==> src/hw/rtl/dqs_pkg.sv <==
// Shared constants, command codes and the cell control struct for the deque.
package dqs_pkg;

  localparam int DEPTH = 16;
  localparam int IDX_W = $clog2(DEPTH);
  localparam int CNT_W = $clog2(DEPTH + 1);
  localparam int WORD_W = 32;

  localparam logic [2:0] OP_PUSH_BACK  = 3'd0;
  localparam logic [2:0] OP_PUSH_FRONT = 3'd1;
  localparam logic [2:0] OP_POP_BACK   = 3'd2;
  localparam logic [2:0] OP_POP_FRONT  = 3'd3;
  localparam logic [2:0] OP_SORT       = 3'd4;

  localparam logic [1:0] ST_DONE  = 2'd0;
  localparam logic [1:0] ST_EMPTY = 2'd1;
  localparam logic [1:0] ST_FULL  = 2'd2;

  localparam logic [2:0] CMD_HOLD       = 3'd0;
  localparam logic [2:0] CMD_PUSH_BACK  = 3'd1;
  localparam logic [2:0] CMD_PUSH_FRONT = 3'd2;
  localparam logic [2:0] CMD_POP_FRONT  = 3'd3;
  localparam logic [2:0] CMD_SORT       = 3'd4;

  typedef struct packed {
    logic [2:0]               cmd;
    logic                     phase;
    logic                     desc;
    logic [CNT_W-1:0]         count;
    logic signed [WORD_W-1:0] value;
  } ctrl_t;

endpackage

==> src/hw/rtl/dqs_cell.sv <==
// One deque cell: holds one word, shifts with its neighbors, compare-exchanges in sort.
module dqs_cell (
  input  logic                              clk,
  input  dqs_pkg::ctrl_t                    ctrl,
  input  logic [dqs_pkg::IDX_W-1:0]         idx,
  input  logic signed [dqs_pkg::WORD_W-1:0] left,
  input  logic signed [dqs_pkg::WORD_W-1:0] right,
  output logic signed [dqs_pkg::WORD_W-1:0] word
);
  import dqs_pkg::*;

  logic signed [WORD_W-1:0] word_next;
  logic [CNT_W-1:0]         idx_ext;
  logic                     is_lower;
  logic                     is_upper;
  logic                     right_less;
  logic                     left_less;

  assign idx_ext = CNT_W'(idx);
  // odd-even transposition: pair (i, i+1) where i[0] matches the phase
  assign is_lower = (idx[0] == ctrl.phase) && ((idx_ext + CNT_W'(1)) < ctrl.count);
  assign is_upper = (idx[0] != ctrl.phase) && (idx != '0) && (idx_ext < ctrl.count);
  assign right_less = right < word;
  assign left_less  = left < word;

  always_comb begin
    word_next = word;
    unique case (ctrl.cmd)
      CMD_HOLD: word_next = word;
      CMD_PUSH_BACK: begin
        if (idx_ext == ctrl.count) word_next = ctrl.value;
      end
      CMD_PUSH_FRONT: word_next = (idx == '0) ? ctrl.value : left;
      CMD_POP_FRONT: word_next = right;
      CMD_SORT: begin
        if (is_lower) begin
          // lower slot keeps min when ascending, max when descending
          word_next = (right_less ^ ctrl.desc) ? right : word;
        end else if (is_upper) begin
          word_next = (left_less ^ ctrl.desc) ? word : left;
        end
      end
      default: word_next = word;
    endcase
  end

  always_ff @(posedge clk) begin
    word <= word_next;
  end

endmodule

==> src/hw/rtl/deque_with_inplace_sort.sv <==
// Top level: bounded deque built from a row of shifting cells, with in-place sort.
//
// Usage: drive op, value and descending and raise start; the word is taken at a
// rising edge where start is high and busy is low. Each operation gives exactly
// one result on popped_value, status and occupancy, shown for one cycle with
// result_valid high; the receiver cannot stall and must take it then.
// Cells hold the words in front-to-back order: cell 0 is the front.
// For push back, push front, pop back, pop front and unused codes the result
// appears the cycle after acceptance, and busy stays low, so a new word can be
// taken every cycle.
// A sort runs DEPTH odd-even transposition passes over the cell row, one pass
// per cycle with alternate neighbor pairs compared at once. busy is high while
// the passes run, and the result is shown once the last pass is written.
// Pop on empty returns 0 with status 1; push on full is dropped with status 2.
// Reset empties the deque and clears busy and result_valid; cell contents are
// left as they are and are never read before written.
module deque_with_inplace_sort (
  input  logic                              clk,
  input  logic                              rst,
  input  logic                              start,
  output logic                              busy,
  input  logic [2:0]                        op,
  input  logic signed [dqs_pkg::WORD_W-1:0] value,
  input  logic                              descending,
  output logic                              result_valid,
  output logic signed [dqs_pkg::WORD_W-1:0] popped_value,
  output logic [1:0]                        status,
  output logic [dqs_pkg::CNT_W-1:0]         occupancy
);
  import dqs_pkg::*;

  logic [CNT_W-1:0]         count;
  logic [CNT_W-1:0]         count_next;
  logic [CNT_W-1:0]         count_m1;
  logic [IDX_W-1:0]         sort_cnt;
  logic                     sort_desc;
  logic                     accept;
  logic                     full;
  logic                     empty;
  ctrl_t                    ctrl;
  logic signed [WORD_W-1:0] cell_word [DEPTH];
  logic signed [WORD_W-1:0] pop_word;
  logic [1:0]               status_next;

  assign accept   = start && !busy;
  assign full     = (count == CNT_W'(DEPTH));
  assign empty    = (count == '0);
  assign count_m1 = count - CNT_W'(1);

  always_comb begin
    ctrl.cmd    = CMD_HOLD;
    ctrl.phase  = sort_cnt[0];
    ctrl.desc   = sort_desc;
    ctrl.count  = count;
    ctrl.value  = value;
    count_next  = count;
    status_next = ST_DONE;
    pop_word    = '0;
    if (busy) begin
      ctrl.cmd = CMD_SORT;
    end else if (accept) begin
      case (op) inside
        OP_PUSH_BACK, OP_PUSH_FRONT: begin
          if (full) begin
            status_next = ST_FULL;
          end else begin
            ctrl.cmd   = (op == OP_PUSH_BACK) ? CMD_PUSH_BACK : CMD_PUSH_FRONT;
            count_next = count + CNT_W'(1);
          end
        end
        OP_POP_BACK: begin
          if (empty) begin
            status_next = ST_EMPTY;
          end else begin
            pop_word   = cell_word[count_m1[IDX_W-1:0]];
            count_next = count_m1;
          end
        end
        OP_POP_FRONT: begin
          if (empty) begin
            status_next = ST_EMPTY;
          end else begin
            ctrl.cmd   = CMD_POP_FRONT;
            pop_word   = cell_word[0];
            count_next = count_m1;
          end
        end
        default: ;
      endcase
    end
  end

  for (genvar i = 0; i < DEPTH; i++) begin : g_cell
    logic signed [WORD_W-1:0] left_w;
    logic signed [WORD_W-1:0] right_w;
    if (i == 0) begin : g_first
      assign left_w = '0;
    end else begin : g_mid_l
      assign left_w = cell_word[i-1];
    end
    if (i == DEPTH - 1) begin : g_last
      assign right_w = '0;
    end else begin : g_mid_r
      assign right_w = cell_word[i+1];
    end
    dqs_cell u_cell (
      .clk   (clk),
      .ctrl  (ctrl),
      .idx   (IDX_W'(i)),
      .left  (left_w),
      .right (right_w),
      .word  (cell_word[i])
    );
  end

  always_ff @(posedge clk) begin
    if (rst) begin
      count        <= '0;
      busy         <= 1'b0;
      sort_cnt     <= '0;
      result_valid <= 1'b0;
    end else begin
      result_valid <= 1'b0;
      count        <= count_next;
      if (busy) begin
        sort_cnt <= sort_cnt + IDX_W'(1);
        if (sort_cnt == IDX_W'(DEPTH - 1)) begin
          busy         <= 1'b0;
          result_valid <= 1'b1;
        end
      end else if (accept) begin
        if (op == OP_SORT) begin
          busy     <= 1'b1;
          sort_cnt <= '0;
        end else begin
          result_valid <= 1'b1;
        end
      end
    end
  end

  // result payload and sort direction
  always_ff @(posedge clk) begin
    if (accept) begin
      popped_value <= pop_word;
      status       <= status_next;
      occupancy    <= count_next;
      sort_desc    <= descending;
    end
  end

endmodule
==> config.mk <==
export PLATFORM = sky130hd
export DESIGN_NAME = deque_with_inplace_sort
export DESIGN_NICKNAME = d
export VERILOG_FILES = /design/src/hw/rtl/dqs_pkg.sv /design/src/hw/rtl/dqs_cell.sv /design/src/hw/rtl/deque_with_inplace_sort.sv
export SDC_FILE = /design/constraint.sdc
export NUM_CORES = 2
export LEC_CHECK = 0
export ABC_AREA = 0
export BUFFER_PORTS_ARGS = -buffer_cell sky130_fd_sc_hd__buf_2
export CORE_AREA = 5 5 327 329
export DETAILED_ROUTE_END_ITERATION = 6
export DIE_AREA = 0 0 332 334
export MAX_ROUTING_LAYER = met4
export PLACE_DENSITY_LB_ADDON = 0.15
export SYNTH_ARGS = -nofsm -noshare
export SYNTH_HDL_FRONTEND = slang
export SYNTH_SLANG_ARGS = --single-unit
==> constraint.sdc <==
create_clock -name clk -period 5.3 [get_ports clk]
set_input_delay 0.265 -clock clk [delete_from_list [all_inputs] [get_ports clk]]
set_output_delay 0.265 -clock clk [all_outputs]
set_load 0.005 [all_outputs]
==> flow_summary.yaml <==
run_status:
  outcome: "finished clean"
finish:
  post_route_cells_drive_above_1_share: 0.1375
  fin_area_mm2: 0.04527
  fin_nets: 4053
  fillers: 9605
  syn2layout_area_growth_pct: 10.17
floorplan:
  floorplan.initialDensity: 0.3981
  dieArea_mm2: 0.1109
  die_w_um: 332
  rows: 118
  ioPinCount: 80
  coreArea_mm2: 0.1032
  die_h_um: 334
clock_tree:
  hold_buffers: 33
  clockRootBuffer: "clkbuf_16"
  h-tree-depth: 3
  cts_resized: 0
  postCtsSetupBuffers: 0
  clk_pin_slew_ns: 0.06
  numCtsBuffers: 66
  cts_tree: "yes"
  clkSinkCount: 563
  clk_latency_ns: 0.63
  cts_buffer_depth: 3
hold_path:
  hold_start: "value[30]"
  hp-class: "primary input to register"
sta:
  layout_setup_ws_ns: 1.027
  max_slew_margin: 0.2514
  min_period_over_period: 0.8062
  setup_viol: 0
  fin_crit_ns: 4.273
  fmax_ghz: 0.2340
  finalHoldViolations: 0
  skew_ns: 0.03077
  slew_viol_final: 0
  finalSetupTns_ns: 0
  tightestPinTransition_ns: 1.113
  rsz0062_at_grt: "no"
pwr:
  powerDensity_mw_per_mm2: 299.0
  p_leak_nw: 18.75
  ir_worst_vdd_mv: 0.2454
drt:
  drc: 0
  drt_iter0_markers: 2763
  routedWlPerCell_um: 26.01
  via_per_inst: 6.161
  drt_first_pass_iters: 5
  drt_wl_total_um: 129000
  num_vias: 30550
  postRouteAntennaNets: 0
placed_design:
  place_hpwl_um: 102800
  dp_slack_ns: 0.9471
  io_buffers: 79
  place_congestion: 0.9524
  place_area_mm2: 0.04277
logic_synthesis:
  yosys_warnings: 0
  ys_types: 71
  synthCells: 3502
  synth_ff_type: "edfxtp_1"
  syn_nets: 4027
  syn-cell-area_mm2: 0.04109
  seq_area_frac_synth: 0.4088
  synth_async_sr_flop_share: 0
  synth-edff-count: 552
  yosys_register_bits: 563
  avgSynthCellArea_um2: 11.73
global_routing:
  grt_pass1_vias: 29770
  grt_max_degree: 65
  grt_use_total: 0.2326
  overflow: 0
  grt_pass1_wl_um: 193200
  antenna_found_initial: 0
setup_path:
  worstPathMaxFanout: 32
  endpoint_kind: "register"
  cp-start-kind: "register"
  crit_path_top_delay_cell: "nor4_1"
  cp_data_arrival_time_ns: 4.53
  required_ns: 5.56
  path_class: "register to register"
  critPathLaunch: "g_cell[2].u_cell.word[25]"
  critPathMaxStageDelay_ns: 0.76
  r2r-start: "g_cell[2].u_cell.word[25]"
  cp_cell_sequence: "ha_1, nand4_1, nor4_1, o41ai_1, a41oi_1, a21bo_1, xnor2_1, a211oi_4, buf_4"
job:
  maxCapViolCount: 0
==> flip-flops by register name (all words and copies together), names as in the netlist <==
name                cells
sort_cnt                4
popped_value           32
sort_desc               1
status                  2
result_valid            1
occupancy               5
count                   5
g_cell.u_cell.word    512
busy                    1
==> cells in the final DEF (no fill, tap or decap), types with 73 or more instances in the layout <==
master and instances:
nand4_1 82, edfxtp_1 552, o21ai_0 97, nand2_1 173, nor2_1 101, buf_2 79
a21oi_1 196, buf_4 73, mux4_2 160, a221o_1 450, inv_1 404, a21o_1 148
ha_1 485
==> critical path, delay by kind of cell (launching register included) <==
family	cells	cell delay [ns]
AO/OA/AOI/OAI	4	1.42
AND/OR/NAND/NOR	2	1.01
flip-flops	1	0.48
buffers and inverters	1	0.45
adder cells (fa/ha/maj)	1	0.35
XOR/XNOR	1	0.16
==> cells by family (layout without fill, tap and decap cells) <==
group           after synthesis  after routing  synth area share
other cells                   0              1                 0
xor+xnor                     26             26          0.005542
flops                       563            563            0.4088
fa+ha+maj                   486            486            0.1480
simple gates                567            567           0.07226
compound gates             1031           1031            0.1991
mux                         196            196           0.09647
buf+inv                     633            709           0.06989
==> cell usage after synthesis, types with 13 or more instances <==
cell type	number	area [µm²]
nand2_1	173	649.4
nor4_1	26	162.7
nor2_1	102	382.9
inv_1	404	1516
nand3_1	23	115.1
buf_6	57	641.9
o21a_1	13	97.59
edfxtp_1	552	16580
nor3_1	17	85.08
xnor2_1	23	201.4
mux4_2	160	3603
a21oi_1	198	991.0
nor2b_1	32	200.2
a21o_1	148	1111
clkbuf_1	125	469.2
and2_4	27	236.5
buf_2	36	180.2
nand2b_1	22	137.6
a221o_1	450	4504
nand4_1	82	513.0
mux2i_1	36	360.4
o211ai_1	17	127.6
o21ai_0	97	485.5
a31oi_1	23	143.9
and4_1	15	131.4
ha_1	486	6081
==> power by group <==
| group | internal (mW) | switching, mW |
|---|---|---|
| Sequential | 5.30 | 0.347 |
| Combinational | 1.35 | 1.83 |
| Clock | 2.74 | 1.97 |
==> worst paths after layout <==
kind	depth (start not counted)	endpoint	slack, ns
worst max-delay path	9	g_cell[2].u_cell.word[20]	1.03
worst min-delay path	3	g_cell[0].u_cell.word[30]	0.05
worst max register to register	9	g_cell[2].u_cell.word[20]	1.03
worst min register to register	2	sort_cnt[3]	0.53
==> cell type report <==
class                           instances  area (µm²)  share of cell area
Antenna cell                            1       2.502          0.00005528
Clock buffer                           83        1829             0.04041
Multi-Input combinational cell       2306       21750              0.4804
Inverter                              404        1516             0.03350
Clock inverter                         35       329.1            0.007270
Sequential cell                       563       16800              0.3712
Tap cell                             1380        1727             0.03814
Timing Repair Buffer                  187        1314             0.02902
==> metal layers <==
| metal | global-route usage | up-vias | part of all wire |
|---|---|---|---|
| met3 | 0.03191 | 163 | 0.064 |
| met5 | - | - | 0 |
| li1 | - | 14040 | - |
| met1 | 0.3365 | 15350 | 0.47 |
| met2 | 0.3447 | 1000 | 0.43 |
| met4 | 0.06466 | 0 | 0.027 |
==> per-stage QoR <==
stage               power [mW]  instances  hold WS, ns  utilization
floorplan                7.794       3502       0.3366            -
global placement         8.830       4807       0.4417       0.4145
detailed placement       8.864       4807       0.4431       0.4145
CTS                      13.63       4958      0.01854       0.4386
global route             14.14       4958      0.03853       0.4386
finish                   13.54       4959      0.05266       0.4386
No activity file was read; power rests on OpenSTA's default activity.
